## config.mk

```make
export PLATFORM = sky130hd
export DESIGN_NAME = source_byte_tokenizer
export DESIGN_NICKNAME = d
export VERILOG_FILES = /design/src/design/sbt_pkg.sv /design/src/design/sbt_front.sv /design/src/design/sbt_queue.sv /design/src/design/sbt_back.sv /design/src/design/source_byte_tokenizer.sv
export VERILOG_INCLUDE_DIRS = /design/src /design/src/design
export SDC_FILE = /design/constraint.sdc
export NUM_CORES = 1
export LEC_CHECK = 0
export BUFFER_PORTS_ARGS = -buffer_cell sky130_fd_sc_hd__buf_4
export CORE_UTILIZATION = 50
export DETAILED_ROUTE_END_ITERATION = 6
export GPL_TIMING_DRIVEN = 1
export PLACE_DENSITY_LB_ADDON = 0.2
export SLEW_MARGIN = 15
export SYNTH_ARGS = -nofsm -noshare
export SYNTH_HDL_FRONTEND = slang
export SYNTH_SLANG_ARGS = --single-unit
```

## constraint.sdc

```tcl
create_clock -name clk -period 12.2 [get_ports clk]
set_clock_uncertainty 0.05 [all_clocks]
set_input_delay 0.61 -clock clk [delete_from_list [all_inputs] [get_ports clk]]
set_output_delay 0.61 -clock clk [all_outputs]
set_load 0.01 [all_outputs]
```

## src/design/source_byte_tokenizer_macros.svh

```systemverilog
// ----------------------------------------------------------------------------
// Source byte tokenizer assertion macros
// Concurrent checks on clk, disabled while rst_n is low.
// ----------------------------------------------------------------------------
`ifndef SOURCE_BYTE_TOKENIZER_MACROS_SVH
`define SOURCE_BYTE_TOKENIZER_MACROS_SVH

`ifndef SYNTH

// Check that a condition holds at every edge
`define SBT_ASSERT(label, expr, msg) \
    label: assert property (@(posedge clk) disable iff (!rst_n) (expr)) else $error(msg);

// Check that a condition implies another in the same cycle
`define SBT_ASSERT_IMP(label, ante, cons, msg) \
    label: assert property (@(posedge clk) disable iff (!rst_n) (ante) |-> (cons)) \
        else $error(msg);

// Check that a condition implies another in the next cycle
`define SBT_ASSERT_NXT(label, ante, cons, msg) \
    label: assert property (@(posedge clk) disable iff (!rst_n) (ante) |=> (cons)) \
        else $error(msg);

`else

`define SBT_ASSERT(label, expr, msg)
`define SBT_ASSERT_IMP(label, ante, cons, msg)
`define SBT_ASSERT_NXT(label, ante, cons, msg)

`endif

`endif

```

## src/design/sbt_pkg.sv

```systemverilog
// ----------------------------------------------------------------------------
// Source byte tokenizer package
// Widths, lexer modes, token kinds, character codes and result bundle types.
// ----------------------------------------------------------------------------
package sbt_pkg;

    // Field widths
    localparam int POS_W  = 20;
    localparam int LEN_W  = 21;
    localparam int KIND_W = 4;
    localparam int MODE_W = 4;
    localparam int POS_LIM = 1 << POS_W;

    // Parameter defaults
    localparam int MAX_SOURCE_BYTES_DEF = 1048576;
    localparam int QUEUE_DEPTH_DEF      = 4;

    // Lexer modes (token kinds 0 to 4 share these codes)
    localparam logic [MODE_W-1:0] M_COMMENT = 4'd0;
    localparam logic [MODE_W-1:0] M_IDENT   = 4'd1;
    localparam logic [MODE_W-1:0] M_NUMBER  = 4'd2;
    localparam logic [MODE_W-1:0] M_DQUOTE  = 4'd3;
    localparam logic [MODE_W-1:0] M_SQUOTE  = 4'd4;
    localparam logic [MODE_W-1:0] M_NONE    = 4'd15;

    // Separator token kinds
    localparam logic [KIND_W-1:0] K_LPAREN  = 4'd5;
    localparam logic [KIND_W-1:0] K_RPAREN  = 4'd6;
    localparam logic [KIND_W-1:0] K_LBRACE  = 4'd7;
    localparam logic [KIND_W-1:0] K_RBRACE  = 4'd8;
    localparam logic [KIND_W-1:0] K_LBRACK  = 4'd9;
    localparam logic [KIND_W-1:0] K_RBRACK  = 4'd10;
    localparam logic [KIND_W-1:0] K_COMMA   = 4'd11;

    // Character codes
    localparam logic [7:0] CH_TAB    = 8'h09;
    localparam logic [7:0] CH_NL     = 8'h0A;
    localparam logic [7:0] CH_SPACE  = 8'h20;
    localparam logic [7:0] CH_BANG   = 8'h21;
    localparam logic [7:0] CH_DQUOTE = 8'h22;
    localparam logic [7:0] CH_HASH   = 8'h23;
    localparam logic [7:0] CH_SQUOTE = 8'h27;
    localparam logic [7:0] CH_LPAREN = 8'h28;
    localparam logic [7:0] CH_RPAREN = 8'h29;
    localparam logic [7:0] CH_COMMA  = 8'h2C;
    localparam logic [7:0] CH_SLASH  = 8'h2F;
    localparam logic [7:0] CH_ZERO   = 8'h30;
    localparam logic [7:0] CH_NINE   = 8'h39;
    localparam logic [7:0] CH_LBRACK = 8'h5B;
    localparam logic [7:0] CH_RBRACK = 8'h5D;
    localparam logic [7:0] CH_LBRACE = 8'h7B;
    localparam logic [7:0] CH_RBRACE = 8'h7D;

    // One result item
    typedef struct packed {
        logic [KIND_W-1:0] kind;
        logic [POS_W-1:0]  line_number;
        logic [POS_W-1:0]  line_start;
        logic [POS_W-1:0]  token_start;
        logic [LEN_W-1:0]  length;
        logic              err;
    } res_t;

    // Results caused by one input byte: one, or two when two is set
    typedef struct packed {
        res_t r0;
        res_t r1;
        logic two;
    } bnd_t;

    // Operator class: ! # $ % & * + - . / : ; < = > ? @ \ ^ | ~
    function automatic logic is_op(input logic [7:0] c);
        return c inside {8'h21, 8'h23, 8'h24, 8'h25, 8'h26, 8'h2A, 8'h2B, 8'h2D,
                         8'h2E, 8'h2F, 8'h3A, 8'h3B, 8'h3C, 8'h3D, 8'h3E, 8'h3F,
                         8'h40, 8'h5C, 8'h5E, 8'h7C, 8'h7E};
    endfunction

    // Separators: [ ] { } ( ) , :
    function automatic logic is_sep(input logic [7:0] c);
        return c inside {8'h5B, 8'h5D, 8'h7B, 8'h7D, 8'h28, 8'h29, 8'h2C, 8'h3A};
    endfunction

endpackage

```

## src/design/sbt_front.sv

```systemverilog
// ----------------------------------------------------------------------------
// Source byte tokenizer front end
// Takes one byte a cycle unless the result queue is full, tracks lexer mode
// and positions, builds the bundle of results the byte causes and queues it.
// ----------------------------------------------------------------------------
`include "source_byte_tokenizer_macros.svh"

module sbt_front #(
    parameter int MAX_SOURCE_BYTES = sbt_pkg::MAX_SOURCE_BYTES_DEF
) (
    input  logic                clk,
    input  logic                rst_n,
    input  logic                in_valid,
    output logic                in_stall,
    input  logic [7:0]          source_byte,
    input  logic                end_of_source,
    input  logic                keep_comments,
    input  logic                q_full,
    output logic                q_push,
    output sbt_pkg::bnd_t       q_data
);

    localparam int CNT_LIM = (MAX_SOURCE_BYTES < sbt_pkg::POS_LIM) ?
                             MAX_SOURCE_BYTES : sbt_pkg::POS_LIM;
    localparam int POS_MAX = CNT_LIM - 1;
    localparam int OFS_W   = $clog2(CNT_LIM + 1);
    localparam int LW      = sbt_pkg::LEN_W;
    localparam int PW      = sbt_pkg::POS_W;
    localparam logic [LW-1:0] CNT_LIM_V = LW'(CNT_LIM);
    localparam logic [LW-1:0] POS_MAX_V = LW'(POS_MAX);

    // Stream state
    logic [sbt_pkg::MODE_W-1:0] mode_reg, mode_next;
    logic [PW-1:0]              tb_reg, tb_next;
    logic [OFS_W-1:0]           ofs_reg, ofs_next;
    logic [PW-1:0]              line_reg, line_next;
    logic [PW-1:0]              lbeg_reg, lbeg_next;
    logic                       held_valid_reg, held_valid_next;
    logic                       held_slash_reg, held_slash_next;
    logic                       prev_op_reg, prev_op_next;
    logic                       halted_reg, halted_next;

    // Byte decode and step results
    logic                       accept;
    logic [LW-1:0]              idx;
    logic [PW-1:0]              pos, hpos;
    logic                       is_nl, is_blank, is_quote, cur_op, sep_c, is_digit;
    logic [sbt_pkg::MODE_W-1:0] m1, m2;
    logic [PW-1:0]              tb1, tb2;
    logic                       err, idle, close_hit, close_emit;
    logic [PW-1:0]              close_last;
    logic                       sep_hit, flush_emit, hold_set;
    logic [sbt_pkg::KIND_W-1:0] sep_kind;
    sbt_pkg::res_t              res_close, res_sep, res_flush, res_err;

    // Clamp a count to the last valid offset
    function automatic logic [PW-1:0] sat_pos(input logic [LW-1:0] k);
        logic [LW-1:0] s;
        s = (k < POS_MAX_V) ? k : POS_MAX_V;
        return s[PW-1:0];
    endfunction

    // Token length, at least one byte
    function automatic logic [LW-1:0] tok_len(input logic [PW-1:0] last,
                                              input logic [PW-1:0] start);
        logic [LW-1:0] d;
        d = {1'b0, last} - {1'b0, start} + LW'(1);
        return (last < start) ? LW'(1) : d;
    endfunction

    assign in_stall = q_full;
    assign accept   = in_valid && !in_stall;

    // Decode the byte
    assign idx      = LW'(ofs_reg);
    assign pos      = sat_pos(idx);
    assign hpos     = sat_pos((idx == '0) ? '0 : idx - LW'(1));
    assign is_nl    = (source_byte == sbt_pkg::CH_NL);
    assign is_blank = (source_byte == sbt_pkg::CH_SPACE) || (source_byte == sbt_pkg::CH_TAB);
    assign is_quote = (source_byte == sbt_pkg::CH_DQUOTE) ||
                      (source_byte == sbt_pkg::CH_SQUOTE);
    assign cur_op   = sbt_pkg::is_op(source_byte);
    assign sep_c    = sbt_pkg::is_sep(source_byte);
    assign is_digit = (source_byte >= sbt_pkg::CH_ZERO) && (source_byte <= sbt_pkg::CH_NINE);

    // Resolve a held byte into a comment or an identifier
    always_comb
    begin
        tb1 = tb_reg;
        m1  = mode_reg;
        if (held_valid_reg)
        begin
            tb1 = hpos;
            if (held_slash_reg)
                m1 = (source_byte == sbt_pkg::CH_SLASH) ? sbt_pkg::M_COMMENT : sbt_pkg::M_IDENT;
            else
                m1 = (source_byte == sbt_pkg::CH_BANG && !end_of_source) ?
                     sbt_pkg::M_COMMENT : sbt_pkg::M_IDENT;
        end
    end

    // Close the running token and reopen from idle
    always_comb
    begin
        err        = 1'b0;
        idle       = 1'b0;
        close_hit  = 1'b0;
        close_last = (pos > tb1) ? pos - PW'(1) : tb1;
        m2         = m1;
        tb2        = tb1;
        sep_hit    = 1'b0;
        sep_kind   = sbt_pkg::K_COMMA;
        hold_set   = 1'b0;
        if (is_nl)
        begin
            if (m1 == sbt_pkg::M_DQUOTE || m1 == sbt_pkg::M_SQUOTE)
                err = 1'b1;
            else
                close_hit = (m1 != sbt_pkg::M_NONE);
            m2 = sbt_pkg::M_NONE;
        end
        else
        begin
            case (m1)
                sbt_pkg::M_IDENT, sbt_pkg::M_NUMBER:
                begin
                    if (is_blank || is_quote || sep_c || (cur_op != prev_op_reg))
                    begin
                        close_hit = 1'b1;
                        idle      = 1'b1;
                    end
                end
                sbt_pkg::M_DQUOTE:
                begin
                    close_hit  = (source_byte == sbt_pkg::CH_DQUOTE);
                    close_last = pos;
                end
                sbt_pkg::M_SQUOTE:
                begin
                    close_hit  = (source_byte == sbt_pkg::CH_SQUOTE);
                    close_last = pos;
                end
                sbt_pkg::M_COMMENT:
                begin
                    idle = 1'b0;
                end
                default:
                begin
                    idle = 1'b1;
                end
            endcase
            if (close_hit || idle)
                m2 = sbt_pkg::M_NONE;
            if (idle)
            begin
                case (source_byte)
                    sbt_pkg::CH_DQUOTE:
                    begin
                        m2  = sbt_pkg::M_DQUOTE;
                        tb2 = pos;
                    end
                    sbt_pkg::CH_SQUOTE:
                    begin
                        m2  = sbt_pkg::M_SQUOTE;
                        tb2 = pos;
                    end
                    sbt_pkg::CH_LPAREN: begin sep_hit = 1'b1; sep_kind = sbt_pkg::K_LPAREN; end
                    sbt_pkg::CH_RPAREN: begin sep_hit = 1'b1; sep_kind = sbt_pkg::K_RPAREN; end
                    sbt_pkg::CH_LBRACE: begin sep_hit = 1'b1; sep_kind = sbt_pkg::K_LBRACE; end
                    sbt_pkg::CH_RBRACE: begin sep_hit = 1'b1; sep_kind = sbt_pkg::K_RBRACE; end
                    sbt_pkg::CH_LBRACK: begin sep_hit = 1'b1; sep_kind = sbt_pkg::K_LBRACK; end
                    sbt_pkg::CH_RBRACK: begin sep_hit = 1'b1; sep_kind = sbt_pkg::K_RBRACK; end
                    sbt_pkg::CH_COMMA:  begin sep_hit = 1'b1; sep_kind = sbt_pkg::K_COMMA;  end
                    default:
                    begin
                        if (!end_of_source && (source_byte == sbt_pkg::CH_SLASH ||
                            (source_byte == sbt_pkg::CH_HASH && idx == '0)))
                            hold_set = 1'b1;
                        else if (!is_blank)
                        begin
                            tb2 = pos;
                            m2  = is_digit ? sbt_pkg::M_NUMBER : sbt_pkg::M_IDENT;
                        end
                    end
                endcase
            end
        end
    end

    // Decide which results are reported
    assign close_emit = close_hit && (m1 != sbt_pkg::M_COMMENT || keep_comments);
    assign flush_emit = end_of_source && !err && (m2 != sbt_pkg::M_NONE) &&
                        (m2 != sbt_pkg::M_COMMENT || keep_comments);

    assign res_close = '{kind: m1, line_number: line_reg, line_start: lbeg_reg,
                         token_start: tb1, length: tok_len(close_last, tb1), err: 1'b0};
    assign res_sep   = '{kind: sep_kind, line_number: line_reg, line_start: lbeg_reg,
                         token_start: pos, length: LW'(1), err: 1'b0};
    assign res_flush = '{kind: m2, line_number: line_reg, line_start: lbeg_reg,
                         token_start: tb2, length: tok_len(pos, tb2), err: 1'b0};
    assign res_err   = '{kind: sbt_pkg::M_COMMENT, line_number: '0, line_start: '0,
                         token_start: '0, length: '0, err: 1'b1};

    // Pack results in order: close, separator, flush
    always_comb
    begin
        q_data.two = 1'b0;
        q_data.r0  = res_flush;
        q_data.r1  = res_flush;
        if (err)
            q_data.r0 = res_err;
        else if (close_emit)
        begin
            q_data.r0  = res_close;
            q_data.r1  = sep_hit ? res_sep : res_flush;
            q_data.two = sep_hit || flush_emit;
        end
        else if (sep_hit)
        begin
            q_data.r0  = res_sep;
            q_data.two = flush_emit;
        end
    end

    assign q_push = accept && !halted_reg && (err || close_emit || sep_hit || flush_emit);

    // Advance stream state
    always_comb
    begin
        mode_next       = mode_reg;
        tb_next         = tb_reg;
        ofs_next        = ofs_reg;
        line_next       = line_reg;
        lbeg_next       = lbeg_reg;
        held_valid_next = held_valid_reg;
        held_slash_next = held_slash_reg;
        prev_op_next    = prev_op_reg;
        halted_next     = halted_reg;
        if (accept && !halted_reg)
        begin
            if (err)
                halted_next = 1'b1;
            else if (end_of_source)
            begin
                mode_next       = sbt_pkg::M_NONE;
                tb_next         = '0;
                ofs_next        = '0;
                line_next       = '0;
                lbeg_next       = '0;
                held_valid_next = 1'b0;
                held_slash_next = 1'b0;
                prev_op_next    = 1'b0;
            end
            else
            begin
                mode_next       = m2;
                tb_next         = tb2;
                held_valid_next = hold_set;
                held_slash_next = (source_byte == sbt_pkg::CH_SLASH);
                prev_op_next    = cur_op;
                if (idx < CNT_LIM_V)
                    ofs_next = OFS_W'(idx + LW'(1));
                if (is_nl)
                begin
                    line_next = (line_reg == '1) ? line_reg : line_reg + PW'(1);
                    lbeg_next = sat_pos(idx + LW'(1));
                end
            end
        end
    end

    always_ff @(posedge clk or negedge rst_n)
    begin
        if (!rst_n)
        begin
            mode_reg       <= sbt_pkg::M_NONE;
            tb_reg         <= '0;
            ofs_reg        <= '0;
            line_reg       <= '0;
            lbeg_reg       <= '0;
            held_valid_reg <= 1'b0;
            held_slash_reg <= 1'b0;
            prev_op_reg    <= 1'b0;
            halted_reg     <= 1'b0;
        end
        else
        begin
            mode_reg       <= mode_next;
            tb_reg         <= tb_next;
            ofs_reg        <= ofs_next;
            line_reg       <= line_next;
            lbeg_reg       <= lbeg_next;
            held_valid_reg <= held_valid_next;
            held_slash_reg <= held_slash_next;
            prev_op_reg    <= prev_op_next;
            halted_reg     <= halted_next;
        end
    end

    // Checks
    `SBT_ASSERT_NXT(a_halt_sticks, halted_reg, halted_reg, "error halt released before reset")
    `SBT_ASSERT_IMP(a_held_idle, held_valid_reg, mode_reg == sbt_pkg::M_NONE,
                    "byte held while a token is open")

endmodule

```

## src/design/sbt_queue.sv

```systemverilog
// ----------------------------------------------------------------------------
// Source byte tokenizer result queue
// Short first-in first-out queue of result bundles between front and back.
// ----------------------------------------------------------------------------
`include "source_byte_tokenizer_macros.svh"

module sbt_queue #(
    parameter int DEPTH = sbt_pkg::QUEUE_DEPTH_DEF
) (
    input  logic          clk,
    input  logic          rst_n,
    input  logic          push,
    input  sbt_pkg::bnd_t push_data,
    output logic          full,
    input  logic          pop,
    output sbt_pkg::bnd_t head,
    output logic          empty
);

    localparam int PTR_W = (DEPTH > 1) ? $clog2(DEPTH) : 1;
    localparam int CNT_W = $clog2(DEPTH + 1);
    localparam logic [PTR_W-1:0] PTR_LAST = PTR_W'(DEPTH - 1);
    localparam logic [CNT_W-1:0] CNT_FULL = CNT_W'(DEPTH);

    sbt_pkg::bnd_t    mem_reg [DEPTH];
    logic [PTR_W-1:0] wr_ptr_reg, wr_ptr_next;
    logic [PTR_W-1:0] rd_ptr_reg, rd_ptr_next;
    logic [CNT_W-1:0] cnt_reg, cnt_next;
    logic             do_push, do_pop;

    assign full    = (cnt_reg == CNT_FULL);
    assign empty   = (cnt_reg == '0);
    assign do_push = push && !full;
    assign do_pop  = pop && !empty;
    assign head    = mem_reg[rd_ptr_reg];

    // Advance pointers and fill count
    always_comb
    begin
        wr_ptr_next = wr_ptr_reg;
        rd_ptr_next = rd_ptr_reg;
        cnt_next    = cnt_reg;
        if (do_push)
            wr_ptr_next = (wr_ptr_reg == PTR_LAST) ? '0 : wr_ptr_reg + PTR_W'(1);
        if (do_pop)
            rd_ptr_next = (rd_ptr_reg == PTR_LAST) ? '0 : rd_ptr_reg + PTR_W'(1);
        if (do_push && !do_pop)
            cnt_next = cnt_reg + CNT_W'(1);
        else if (do_pop && !do_push)
            cnt_next = cnt_reg - CNT_W'(1);
    end

    always_ff @(posedge clk or negedge rst_n)
    begin
        if (!rst_n)
        begin
            wr_ptr_reg <= '0;
            rd_ptr_reg <= '0;
            cnt_reg    <= '0;
        end
        else
        begin
            wr_ptr_reg <= wr_ptr_next;
            rd_ptr_reg <= rd_ptr_next;
            cnt_reg    <= cnt_next;
        end
    end

    // Store the pushed bundle
    always_ff @(posedge clk)
    begin
        if (do_push)
            mem_reg[wr_ptr_reg] <= push_data;
    end

    // Checks
    `SBT_ASSERT(a_cnt_bound, cnt_reg <= CNT_FULL, "queue count beyond depth")
    `SBT_ASSERT_NXT(a_cnt_grow, do_push && !do_pop, cnt_reg == $past(cnt_reg) + 1'b1,
                    "queue count did not grow on push")

endmodule

```

## src/design/sbt_back.sv

```systemverilog
// ----------------------------------------------------------------------------
// Source byte tokenizer back end
// Unpacks queued bundles into single results on the output channel, one per
// cycle while out_stall is low, and marks the last result of each input byte.
// ----------------------------------------------------------------------------
`include "source_byte_tokenizer_macros.svh"

module sbt_back (
    input  logic                        clk,
    input  logic                        rst_n,
    input  logic                        q_empty,
    input  sbt_pkg::bnd_t               q_head,
    output logic                        q_pop,
    output logic                        out_valid,
    input  logic                        out_stall,
    output logic [sbt_pkg::KIND_W-1:0]  token_kind,
    output logic [sbt_pkg::POS_W-1:0]   line_number,
    output logic [sbt_pkg::POS_W-1:0]   line_start_pos,
    output logic [sbt_pkg::POS_W-1:0]   token_start_pos,
    output logic [sbt_pkg::LEN_W-1:0]   token_length,
    output logic                        literal_error,
    output logic                        last_in_run
);

    sbt_pkg::bnd_t bnd_reg;
    sbt_pkg::res_t cur;
    logic          bnd_valid_reg, bnd_valid_next;
    logic          sel_reg, sel_next;
    logic          take, done;

    assign take  = bnd_valid_reg && !out_stall;
    assign done  = !bnd_valid_reg || (take && (sel_reg || !bnd_reg.two));
    assign q_pop = done && !q_empty;

    // Step through the bundle, load the next one when done
    always_comb
    begin
        bnd_valid_next = bnd_valid_reg;
        sel_next       = sel_reg;
        if (q_pop)
        begin
            bnd_valid_next = 1'b1;
            sel_next       = 1'b0;
        end
        else if (take && !sel_reg && bnd_reg.two)
            sel_next = 1'b1;
        else if (take)
        begin
            bnd_valid_next = 1'b0;
            sel_next       = 1'b0;
        end
    end

    always_ff @(posedge clk or negedge rst_n)
    begin
        if (!rst_n)
        begin
            bnd_valid_reg <= 1'b0;
            sel_reg       <= 1'b0;
        end
        else
        begin
            bnd_valid_reg <= bnd_valid_next;
            sel_reg       <= sel_next;
        end
    end

    // Hold the bundle being delivered
    always_ff @(posedge clk)
    begin
        if (q_pop)
            bnd_reg <= q_head;
    end

    // Drive the current request
    assign cur             = sel_reg ? bnd_reg.r1 : bnd_reg.r0;
    assign out_valid       = bnd_valid_reg;
    assign token_kind      = cur.kind;
    assign line_number     = cur.line_number;
    assign line_start_pos  = cur.line_start;
    assign token_start_pos = cur.token_start;
    assign token_length    = cur.length;
    assign literal_error   = cur.err;
    assign last_in_run     = sel_reg || !bnd_reg.two;

    // Checks
    `SBT_ASSERT_IMP(a_sel_pair, sel_reg, bnd_valid_reg && bnd_reg.two,
                    "second result selected without a pair")

endmodule

```

## src/design/source_byte_tokenizer.sv

```systemverilog
// ----------------------------------------------------------------------------
// Source byte tokenizer
// Cuts a byte stream into comment, identifier, number, literal, bracket and
// comma tokens with line and position information.
// ----------------------------------------------------------------------------
//
//  Channel   Direction  Handshake             Payload
//  input     in         in_valid / in_stall   source_byte, end_of_source
//  output    out        out_valid / out_stall token_kind, line_number,
//                                             line_start_pos, token_start_pos,
//                                             token_length, literal_error,
//                                             last_in_run
//  config    in         cfg_write             cfg_data (keep_comments)
//
//  One byte is taken per cycle while in_stall is low; a request passes the
//  result queue and the back end's bundle register on its way out, one
//  request per cycle while out_stall is low. A byte that causes two requests
//  sends them in turn; the result queue (QUEUE_DEPTH bundles) takes up the difference.
//  in_stall is high only while the result queue is full.
//  Reset clears all stream state and keep_comments; no clearing pass.
//  After a literal error, bytes are taken and dropped until reset.
//
`include "source_byte_tokenizer_macros.svh"

module source_byte_tokenizer #(
    parameter int MAX_SOURCE_BYTES = sbt_pkg::MAX_SOURCE_BYTES_DEF,
    parameter int QUEUE_DEPTH      = sbt_pkg::QUEUE_DEPTH_DEF
) (
    input  logic                        clk,
    input  logic                        rst_n,
    input  logic                        cfg_write,
    input  logic                        cfg_data,
    input  logic                        in_valid,
    output logic                        in_stall,
    input  logic [7:0]                  source_byte,
    input  logic                        end_of_source,
    output logic                        out_valid,
    input  logic                        out_stall,
    output logic [sbt_pkg::KIND_W-1:0]  token_kind,
    output logic [sbt_pkg::POS_W-1:0]   line_number,
    output logic [sbt_pkg::POS_W-1:0]   line_start_pos,
    output logic [sbt_pkg::POS_W-1:0]   token_start_pos,
    output logic [sbt_pkg::LEN_W-1:0]   token_length,
    output logic                        literal_error,
    output logic                        last_in_run
);

    logic          keep_comments_reg;
    logic          q_push, q_full, q_pop, q_empty;
    sbt_pkg::bnd_t q_data, q_head;

    // Configuration register
    always_ff @(posedge clk or negedge rst_n)
    begin
        if (!rst_n)
            keep_comments_reg <= 1'b0;
        else if (cfg_write)
            keep_comments_reg <= cfg_data;
    end

    sbt_front #(
        .MAX_SOURCE_BYTES (MAX_SOURCE_BYTES)
    ) u_front (
        .clk           (clk),
        .rst_n         (rst_n),
        .in_valid      (in_valid),
        .in_stall      (in_stall),
        .source_byte   (source_byte),
        .end_of_source (end_of_source),
        .keep_comments (keep_comments_reg),
        .q_full        (q_full),
        .q_push        (q_push),
        .q_data        (q_data)
    );

    sbt_queue #(
        .DEPTH (QUEUE_DEPTH)
    ) u_queue (
        .clk       (clk),
        .rst_n     (rst_n),
        .push      (q_push),
        .push_data (q_data),
        .full      (q_full),
        .pop       (q_pop),
        .head      (q_head),
        .empty     (q_empty)
    );

    sbt_back u_back (
        .clk             (clk),
        .rst_n           (rst_n),
        .q_empty         (q_empty),
        .q_head          (q_head),
        .q_pop           (q_pop),
        .out_valid       (out_valid),
        .out_stall       (out_stall),
        .token_kind      (token_kind),
        .line_number     (line_number),
        .line_start_pos  (line_start_pos),
        .token_start_pos (token_start_pos),
        .token_length    (token_length),
        .literal_error   (literal_error),
        .last_in_run     (last_in_run)
    );

    // Checks
    `SBT_ASSERT_IMP(a_err_fields, out_valid && literal_error,
                    token_length == '0 && line_number == '0 && last_in_run,
                    "error request carries token fields")

endmodule

```

* After elaboration in Yosys (flattened, before gate mapping)
Memory sizes are Yosys's and may differ from the RTL's. A register that Yosys moved wholly into a read port is not among the register bits.
Index checks and enable logic that the tools add are counted.
** Storage, ports and cells
- Flip-flop bits (word level) :: 99
- Latch bits :: 0
- Memory bits (writable) :: 692
- Bits in read-only memories :: 0
- Input bits :: 15
- Output and inout bits :: 89
- Word-level logic and storage cells :: 231
- Memories kept :: 1
** Operators by class
- $add $sub $neg :: 12
- Multipliers :: 0
- Div/mod/pow operators :: 0
- Magnitude comparators :: 9
- Equality and inequality tests :: 46
- Shifts and indexed selects :: 0
- Muxes and demuxes :: 76
- Bitwise operators :: 1
- Reductions and logical operators :: 71
** Memories
- u_queue.mem_reg :: depth 4, bits a word 173, read ports 1, clocked after Yosys merged registers in 1, write ports 1, line sbt_queue.sv:25 : sbt_pkg::bnd_t mem_reg [DEPTH];
** Operators with widths (count)
- 86-bit 2-to-1 mux :: 5
- 20-bit 2-to-1 mux :: 17
- 8-bit by 6-bit == test with 1-bit output (second input constant) :: 22
- 21-bit 2-to-1 mux :: 5
- 87-bit 2-to-1 mux :: 1
- 8-bit by 7-bit == test with 1-bit output (second input constant) :: 9
- 21-bit by 1-bit adder with 21-bit output (second input constant) :: 3
- 21-bit by 20-bit < comparator with 1-bit output (second input constant) :: 3
- 20-bit by 20-bit subtractor with 21-bit output :: 2
- 20-bit < comparator :: 2
- 4-bit 2-to-1 mux :: 10
- 20-bit case mux with 2 select lines :: 1
- 1-bit 2-to-1 mux :: 28
- 4-bit case mux with 6 select lines :: 1
- 21-bit logical NOT :: 1
- 21-bit < comparator (second input constant) :: 1
- 21-bit nonzero test :: 1
- 21-bit by 1-bit subtractor with 21-bit output (second input constant) :: 1
- 20-bit by 1-bit adder with 20-bit output (second input constant) :: 1
- 20-bit == test (second input constant) :: 1
- 20-bit > comparator :: 1
- 1-bit logical AND :: 20
- 20-bit by 1-bit subtractor with 20-bit output (second input constant) :: 1
- 8-bit by 4-bit == test with 1-bit output (second input constant) :: 2
- other kinds (34) :: 76

* Depth between registers and ports, before layout
Gate-level depths: netlist of the first run.
- Depth in word-level cells :: 26
- Mapped depth :: 33
- Gate-level depth less buffers :: 30

* Modules after synthesis
Synthesis of the first run repeated with hierarchy kept, for this count alone.
** Unflattened totals
- Cells, all modules :: 2798
- Area total of the unflattened synthesis :: 43852.1 um^2
** Modules (own cells, without submodules)
- sbt_queue :: times used 1, cells an instance 941, area an instance 25418.1 um^2, sequential area each 20955.1 um^2
- sbt_front :: times used 1, cells an instance 1576, area an instance 11940.2 um^2, sequential area each 2232.1 um^2
- sbt_back :: times used 1, cells an instance 279, area an instance 6453.7 um^2, sequential area each 5245.0 um^2
- source_byte_tokenizer :: times used 1, cells an instance 2, area an instance 40.0 um^2, sequential area each 25.0 um^2

* Worst setup path before layout of the first run
Ideal clock, no wire load.
- Path kind :: input -> register
- Start point :: input port source_byte[3]
- End point :: memory u_queue.mem_reg[0][0] in the netlist's numbering (enable)
- Data arrival time :: 9.740 ns
- Required time :: 11.443 ns
- Slack :: 1.703 ns
- Stages :: 11
- Buffers on the path :: 3
- Path through :: clkbuf_1 -> nor2_1 -> and4_1 -> buf_2 -> or4b_1 -> nor3_1 -> or3_1 -> buf_2 -> o21a_4 -> o41ai_4 -> nor2_1
** Between the ends
- Longest elaborated chain between the ends :: 24
- Elaborated cells between the ends (all ways) :: 99
** RTL lines
- from (decl) :: line source_byte_tokenizer.sv:35 : input logic [7:0] source_byte,
- 8-bit by 6-bit == test with 1-bit output :: line sbt_pkg.sv:73, sbt_front.sv:97
- 1-bit logical AND :: line sbt_front.sv:97 : m1 = (source_byte == sbt_pkg::CH_BANG && !end_of_source) ?
- 1-bit 2-to-1 mux :: line sbt_front.sv:97
- 4-bit 2-to-1 mux :: line sbt_front.sv:94 : if (held_slash_reg)
- 4-bit 2-to-1 mux :: line sbt_front.sv:91 : if (held_valid_reg)
- 4-bit by 3-bit == test with 1-bit output (tied with other cells) :: line sbt_front.sv:116, sbt_front.sv:124
- 3-bit OR reduction (no source line) or 2-bit OR reduction (tied branches)
- 1-bit case mux with 2 select lines or 1-bit case mux with 3 select lines (tied branches) :: line sbt_front.sv:124 : case (m1)
- [8 not listed]
- 4-bit inequality test or 4-bit nonzero test (tied branches) :: line sbt_front.sv:192, sbt_front.sv:193
- 1-bit logical AND or 1-bit logical OR (tied branches) :: line sbt_front.sv:192, sbt_front.sv:193
- 1-bit logical AND :: line sbt_front.sv:192 : assign flush_emit = end_of_source && !err && (m2 != sbt_pkg::M_NONE) &&
- 1-bit logical OR * :: line sbt_front.sv:225 : assign q_push = accept && !halted_reg && (err || close_emit || sep_hit || flush_emit);
- 1-bit logical AND * :: line sbt_front.sv:225
- 1-bit logical AND * :: line sbt_queue.sv:33 : assign do_push = push && !full;
- 1-bit 2-to-1 mux * :: line sbt_queue.sv:72 : if (do_push)
- 1-bit 2-to-1 mux (implied by the code) * :: line sbt_queue.sv:73 : mem_reg[wr_ptr_reg] <= push_data;
- to (decl) :: line sbt_queue.sv:25
Every way passes the cells marked *; elsewhere a longest branch is shown, timed or not. The select of a mux whose other input is x is not followed.

==> results.toml, run 1 <==
[cts]
clockRootBuffer = "clkbuf_16"
cts_buffers = 96
cts_tree = "built"
clk_latency_ns = 0.66
postCtsHoldBufs = 1
clk_pin_slew_ns = 0.07
clk_path_buf_depth = 3
ctsHtreeMaxLevel = 3
cts_setup_buffers = 0
clock_sinks = 959
post_cts_resized = 0

[global_routing]
gr-total-overflow = 0
grt_pass1_wl_mm = 156
grt_max_degree = 99
antenna_found_initial = 4
grt_pass1_vias = 24686
groute.usage.overall_pct = 24.2

[setup_path]
cp.arrival_ns = 9.36
cp-end-kind = "flip-flop"
startpoint_type = "flip-flop"
criticalPathCategory = "reg -> reg"
required_ns = 12.47
path_max_fanout = 31

[layout]
n_antenna_cell = 0
fill_cells = 6534
final_util_pct = 57.2
seq_area_um2 = 28300
largest_reg_flops = 688
final_common_cell = "edfxtp_1"
postLayoutCellArea_um2 = 48100
layoutNonFillerInstCount = 4028
nNetsFinal = 2963
area_delta_synth_final_pct = 12.4
multi_input_area_um2 = 13700
drive_above_1_share_pct = 21.5
mostFrequentLayoutCells = "860 x edfxtp_1, 172 x mux4_2, 154 x buf_4, 143 x nand2_1, 129 x nor2_1"

[route]
drt_pass1_iterations = 5
wl_met3_mm = 5.97
wl_per_cell_um = 25.6
routed.top_layer = "met5"
ant_nets = 0
wl_met1_mm = 46.3
routed-wl-met2_mm = 48.8
drt-initial-drc-count = 2214
drc = 0
totalWireLength_mm = 103
avgViaCountPerCell = 6.03
num_vias = 24296

[timing]
worst_slack_ns = 3.11
setup_tns_ns = 0
maxSlewViolCount = 0
finalHoldViolations = 0
rsz0062_at_grt = "no"
max_freq_ghz = 0.110
min_period_over_period_pct = 74.5
setup_viol = 0
worst_pin_slew_ns = 1.23
hold_ws_ns = 0.138
slew_headroom_pct = 18.1
min_period_ns = 9.09

[synth]
synthArstFlopShare_pct = 10.3
synthFlopType = "edfxtp_1"
synth-seq-area-share_pct = 66.1
netlist_area_um2 = 42800
syn_nets = 2840
syn-mean-instance-area_um2 = 15.9
synth-edff-count = 860
synthDistinctLibCells = 95
syn_inst = 2691
ys_warn_count = 0
ys_ff_latch = 959

[die]
dieArea_um2 = 86800
coreArea_um2 = 84200
ios = 104
start_util_pct = 50.8
dieWidth_um = 295
die_h_um = 295
num_rows = 106

[min_path]
min_path_type = "in -> reg"

[placed_design]
portBuffers = 103
dp.cells = 3849
place_ws_ns = 3.26
placed_cell_area_um2 = 44900
dp_hpwl_mm = 67.2
gp_congestion = 0.901

[status]
status = "complete, no violations"

[pwr]
p_total_mw = 14.9
p_leak_nw = 17.1
power.density_nw_per_um2 = 309
ir_drop_mv = 0.360

[flow_run]
cap_violations = 0
[worst paths after layout]
path                                          startpoint                           endpoint  slack, ns  cells past startpoint
max                           u_front.idx[0]$_DFFE_PN0P_  u_queue.mem_reg[0][108]$_DFFE_PP_       3.11                     27
min                                             cfg_data      keep_comments_reg$_DFFE_PN0P_       0.14                      2
max reg2reg                   u_front.idx[0]$_DFFE_PN0P_  u_queue.mem_reg[0][108]$_DFFE_PP_       3.11                     27
min reg2reg                u_front.tb_reg[4]$_DFFE_PN0P_      u_front.tb_reg[4]$_DFFE_PN0P_       0.44                      2
max in group asynchronous                          rst_n         u_back.sel_reg$_DFFE_PN0P_      10.32                      3
min in group asynchronous                          rst_n   u_front.line_reg[12]$_DFFE_PN0P_       0.46                      2
[synth_stat cells (42+ instances only)]
cell | count | area, um^2
edfxtp_1 | 860 | 25800
mux4_2 | 172 | 3870
nand2_1 | 143 | 537
nor2_1 | 133 | 499
ha_1 | 113 | 1410
mux2_2 | 101 | 1140
clkbuf_1 | 97 | 364
dfrtp_1 | 95 | 2380
inv_1 | 90 | 338
a21oi_1 | 85 | 425
o21ai_0 | 78 | 390
xnor2_1 | 49 | 429
and2_1 | 47 | 294
o22ai_1 | 45 | 282
nor3_1 | 42 | 210
[kinds of logic after synthesis]
| family | count (synthesis) | synth area share [%] |
|---|---|---|
| flops | 959 | 66.1 |
| fa+ha+maj | 134 | 4.28 |
| mux | 309 | 12.6 |
| buf+inv | 222 | 2.02 |
| xor+xnor | 84 | 1.74 |
| compound gates | 396 | 6.21 |
| simple gates | 587 | 7.06 |
[critical path: stages, from the launching register on]
cell,delay (ns)
dfrtp_1,0.51
inv_1,0.18
ha_1,0.19
nor3b_1,0.54
nand3_1,0.35
or3_1,0.49
xnor2_2,0.26
o21ai_2,0.59
o22ai_1,0.19
buf_4,0.21
ha_1,0.19
a2111oi_0,0.42
o21ai_0,0.21
a221oi_1,0.35
o21a_1,0.18
a21o_1,0.10
buf_4,0.30
and2_1,0.49
a221oi_1,0.22
ha_1,0.26
fa_1,0.37
nand3_1,0.09
a31o_2,0.16
a21oi_1,0.07
o21ai_0,0.14
or3b_2,0.53
nand2_1,0.78
o22ai_1,0.32
[cell type report]
class	instances	area share [%]
Sequential cell	959	58.8
Clock buffer	118	5.20
Inverter	91	0.720
Tap cell	1134	2.95
Timing Repair Buffer	156	2.46
Multi-Input combinational cell	1510	28.5
Clock inverter	60	1.38
[per-layer routing]
metal | global-route usage [%] | vias up
li1 | - | 10787
met1 | 35.5 | 12637
met2 | 37.9 | 732
met3 | 3.61 | 138
met4 | 6.20 | 2
met5 | 0 | -
[report_power, final]
group,total (mW),leakage [nW],internal (mW),switching (mW)
sequential,4.93,9.33,4.63,0.298
clock,2.95,1.56,1.71,1.24
combinational,7.02,6.23,2.84,4.18
Power figures use the tool's default switching activity.
==> inputs of run 2 (changes only) <==
- clock period: 12.2 -> 8.3 ns (I/O delays scaled with it)
==> results.toml, run 2 (synthesized netlist as in run 1, its figures left out) <==
[status]
status = "complete, no violations"

[pwr]
ir_drop_mv = 0.436
power.density_nw_per_um2 = 451
p_leak_nw = 17.3

[cts]
cts_buffers = 97
clk_pin_slew_ns = 0.06
clock_sinks = 959
ctsHtreeMaxLevel = 3
clockRootBuffer = "clkbuf_16"
clk_path_buf_depth = 3
cts_tree = "built"
clk_latency_ns = 0.69

[setup_path]
criticalPathCategory = "reg -> reg"
startpoint_type = "flip-flop"
required_ns = 8.62
r2r_setup_slack_ns = 0.48
cp-end-kind = "flip-flop"
crit_slowest_cell = "dfrtp_1"
cp.arrival_ns = 8.13
cpMostUsedCell = "ha_1"
path_max_fanout = 9
critPathMaxStageDelay_ns = 0.50

[timing]
worst_slack_ns = 0.485
finalHoldViolations = 0
worst_pin_slew_ns = 1.15
maxSlewViolCount = 0
setup_viol = 0
max_freq_ghz = 0.128
min_period_ns = 7.82
slew_headroom_pct = 23.6
min_period_over_period_pct = 94.2

[flow_run]
cap_violations = 0

[die]
die_h_um = 295
start_util_pct = 50.8
dieWidth_um = 295
coreArea_um2 = 84200
num_rows = 106
dieArea_um2 = 86800
ios = 104

[layout]
nNetsFinal = 2995
final_util_pct = 57.5
largest_reg_flops = 688
area_delta_synth_final_pct = 13.1
final_common_cell = "edfxtp_1"
mostFrequentLayoutCells = "860 x edfxtp_1, 180 x buf_4, 172 x mux4_2, 143 x nand2_1, 129 x nor2_1"
drive_above_1_share_pct = 22.0

[global_routing]
grt_pass1_vias = 24736
antenna_found_initial = 2
grt_pass1_wl_mm = 156
grt_max_degree = 114
groute.usage.overall_pct = 24.3
gr-total-overflow = 0

[placed_design]
place_ws_ns = 0.346
portBuffers = 103
dp_hpwl_mm = 67.8
gp_congestion = 0.913

[route]
avgViaCountPerCell = 5.97
totalWireLength_mm = 104
num_vias = 24215
ant_nets = 0
drc = 0
drt-initial-drc-count = 2040
wl_per_cell_um = 25.5
drt_pass1_iterations = 5

[min_path]
min_path_type = "in -> reg"
-- run 2: final cells by class --
cell class,instances,area (um^2)
Antenna cell,1,2.50
Clock buffer,129,2630
Clock inverter,47,548
Fill cell,6487,35800
Inverter,91,347
Multi-Input combinational cell,1510,13700
Sequential cell,959,28300
Tap cell,1134,1420
Timing Repair Buffer,187,1450
-- run 2: routing by layer --
metal / share of wire, % / GRT usage [%] / vias up
met3: 6.2 / 3.97 / 145
met5: 0 / 0 / -
met1: 44 / 35.0 / 12515
met4: 2.2 / 6.81 / 0
met2: 47 / 38.4 / 721
li1: - / - / 10834
-- run 2: critical path: cells and delay by family, from the launching register on --
family	cells	cell delay, ns
and+or+nand+nor	5	1.50
AOI/OAI and AO/OA	12	3.02
xor gates and xnor gates	1	0.23
DFF	1	0.50
muxes	3	0.87
adders and majority gates	4	0.99
buffers and inverters	3	0.34
-- run 2: what timing repair did --
action	4_1_cts	5_1_grt
endpoints found under the hold margin	31	0
hold buffers	4	0
setup buffers	0	2
gates resized for setup	0	3
endpoints found under the setup margin	0	64
-- run 2: final timing paths --
path	endpoint	depth (start not counted)	startpoint
max in group asynchronous	u_queue.rd_ptr_reg[1]$_DFFE_PN0P_	3	rst_n
min reg2reg	u_front.tb_reg[19]$_DFFE_PN0P_	2	u_front.tb_reg[19]$_DFFE_PN0P_
min	u_front.halted_reg$_DFFE_PN0P_	3	in_valid
min in group asynchronous	u_front.line_reg[11]$_DFFE_PN0P_	2	rst_n
max	u_queue.mem_reg[1][107]$_DFFE_PP_	28	u_front.idx[15]$_DFFE_PN0P_
max reg2reg	u_queue.mem_reg[1][107]$_DFFE_PP_	28	u_front.idx[15]$_DFFE_PN0P_
-- run 2: report_power, final --
| part | total, mW | switching [mW] | internal (mW) |
|---|---|---|---|
| logic | 10.4 | 6.10 | 4.27 |
| clock network | 4.27 | 1.83 | 2.44 |
| registers | 7.20 | 0.384 | 6.81 |
| total | 21.8 | 8.32 | 13.5 |
-- run 2: metrics by stage --
stage / power, mW / TNS [ns] / area (um^2) / cells / hold slack [ns]
2_1_floorplan: 14.1 / -1377.53 / 42800 / 2691 / 0.0694
3_3_place_gp: 17.6 / 0 / 45200 / 3875 / 0.371
3_5_place_dp: 17.7 / 0 / 45200 / 3875 / 0.378
4_1_cts: 22.0 / 0 / 48400 / 4055 / 0.0387
5_1_grt: 23.1 / -0.00766 / 48400 / 4057 / 0.0610
6_report: 21.8 / 0 / 48400 / 4058 / 0.0535
==> inputs of run 3 (changes only) <==
- CORE_UTILIZATION: 50 -> 40
- GPL_TIMING_DRIVEN: 1 -> 0
==> results.toml, run 3 (synthesized netlist as in run 1, its figures left out) <==
[global_routing]
antenna_found_initial = 3
grt_max_degree = 93
grt_pass1_wl_mm = 168
groute.usage.overall_pct = 21.1
gr-total-overflow = 0
grt_pass1_vias = 25571

[timing]
maxSlewViolCount = 0
min_period_ns = 8.10
worst_pin_slew_ns = 1.23
worst_slack_ns = 0.200
max_freq_ghz = 0.123
setup_viol = 0
finalHoldViolations = 0
slew_headroom_pct = 18.1
setup_tns_ns = 0
min_period_over_period_pct = 97.6

[setup_path]
crit_slowest_cell = "or4_4"
critPathMaxStageDelay_ns = 0.57
regToRegEndpoint = "u_queue.mem_reg[0][103]$_DFFE_PP_"
required_ns = 8.63
cp.arrival_ns = 8.43
crit-reg2reg-launch = "u_front.idx[14]$_DFFE_PN0P_"
criticalPathCategory = "reg -> reg"
r2r_setup_slack_ns = 0.20
path_max_fanout = 10
ff2ff_path_depth = 32
startpoint_type = "flip-flop"
cp-end-kind = "flip-flop"

[status]
status = "finished, violations left"
failed_checks = "design-rule violations"

[pwr]
power.density_nw_per_um2 = 461
ir_drop_mv = 0.454
p_leak_nw = 17.8

[route]
avgViaCountPerCell = 5.63
num_vias = 24881
wl_per_cell_um = 25.8
drc = 8
drt-initial-drc-count = 2069
drt_pass1_iterations = 7
ant_nets = 0
totalWireLength_mm = 114

[min_path]
min_path_type = "in -> async"

[layout]
seq_area_um2 = 28300
final_common_cell = "edfxtp_1"
fill_cells = 9061
mostFrequentLayoutCells = "860 x edfxtp_1, 172 x mux4_2, 142 x nand2_1, 127 x nor2_1, 114 x buf_4"
multi_input_area_um2 = 14100
largest_reg_flops = 688
drive_above_1_share_pct = 23.2
nNetsFinal = 3094
area_delta_synth_final_pct = 17.2

[placed_design]
place_ws_ns = -1.97
dp_hpwl_mm = 79.8
gp_congestion = 0.934
portBuffers = 99

[flow_run]
cap_violations = 0

[die]
dieArea_um2 = 108000
die_h_um = 329
ios = 104
dieWidth_um = 329
coreArea_um2 = 106000
start_util_pct = 40.5
num_rows = 119

[cts]
clk_path_buf_depth = 3
cts_tree = "built"
clk_latency_ns = 0.70
cts_buffers = 100
clock_sinks = 959
clockRootBuffer = "clkbuf_16"
clk_pin_slew_ns = 0.07
ctsHtreeMaxLevel = 3
[run 3: cell types whose count changed in the layout (fill, tap and decap cells not counted), sizes merged]
cell | before | now
clkinv | 39 | 45
inv | 92 | 97
dlygate4sd3 | 4 | 5
bufinv | 6 | 12
clkbuf | 129 | 212
buf | 183 | 184
clkinvlp | 1 | 3
clkdlybuf4s15 | 0 | 1
[run 3: cell type report]
cell class | count | share of cell area [%]
multi-input cells | 1510 | 28.1
well taps | 1391 | 3.47
flip-flops and latches | 959 | 56.4
repair buffers | 156 | 3.51
diodes | 1 | 0.00499
plain buffers | 127 | 1.12
clock inverters | 66 | 1.48
inverters | 91 | 0.696
clock buffers | 119 | 5.23
[run 3: worst max-delay path: cells and delay by family, from the launching register on]
family / cells / cell delay [ns]
buffers and inverters: 7 / 1.05
XOR/XNOR: 1 / 0.16
AO/OA/AOI/OAI: 13 / 2.80
multiplexers: 2 / 0.63
AND/OR/NAND/NOR: 5 / 1.62
adder cells (fa/ha/maj): 4 / 1.12
flip-flops: 1 / 0.35
[run 3: power by group]
group | switching (mW) | leakage, nW | total [mW] | internal [mW]
logic | 6.94 | 6.80 | 11.6 | 4.64
clock network | 1.88 | 1.64 | 4.53 | 2.65
registers | 0.253 | 9.34 | 7.04 | 6.79
[run 3: stage by stage]
step	instance area, um^2	std cells	utilization (%)	power (mW)	hold slack [ns]
floorplan	42800	2691	-	14.1	0.0694
global placement	45300	4181	42.8	17.9	0.408
detailed placement	46200	4218	43.7	17.9	0.258
CTS	49900	4411	47.2	22.9	0.0636
global route	50200	4419	47.5	24.4	0.0943
finish	50200	4420	47.5	23.2	0.124
[run 3: worst max path at each step]
stage / startpoint / end / slack, ns
final: u_front.idx[14]$_DFFE_PN0P_ / u_queue.mem_reg[0][103]$_DFFE_PP_ / 0.20
after global routing: u_front.idx[14]$_DFFE_PN0P_ / u_queue.mem_reg[3][103]$_DFFE_PP_ / -0.005
after CTS: u_front.idx[14]$_DFFE_PN0P_ / u_queue.mem_reg[0][103]$_DFFE_PP_ / 0.002
after detailed placement: u_front.idx[0]$_DFFE_PN0P_ / u_queue.mem_reg[3][107]$_DFFE_PP_ / -1.97
after global placement: source_byte[3] / u_queue.mem_reg[1][36]$_DFFE_PP_ / -9.73
after floorplan: source_byte[3] / u_queue.mem_reg[0][0]$_DFFE_PP_ / -2.00
[run 3: routing by layer]
layer | vias up | routed length [um] | part of all wire [%] | GRT usage (%)
met5 | - | 0 | 0 | 0
met4 | 0 | 2190 | 1.9 | 5.14
met3 | 139 | 6980 | 6.1 | 3.61
met2 | 749 | 54300 | 48 | 33.9
met1 | 12911 | 50400 | 44 | 29.9
li1 | 11082 | - | - | -
[run 3: repair_timing]
action | in CTS | in global routing
endpoints found under the setup margin | 84 | 84
gates cloned | 0 | 1
pin swaps | 5 | 8
hold buffers | 5 | 0
resized for setup | 51 | 47
buffers inserted | 6 | 8
hold endpoints to repair | 102 | 0
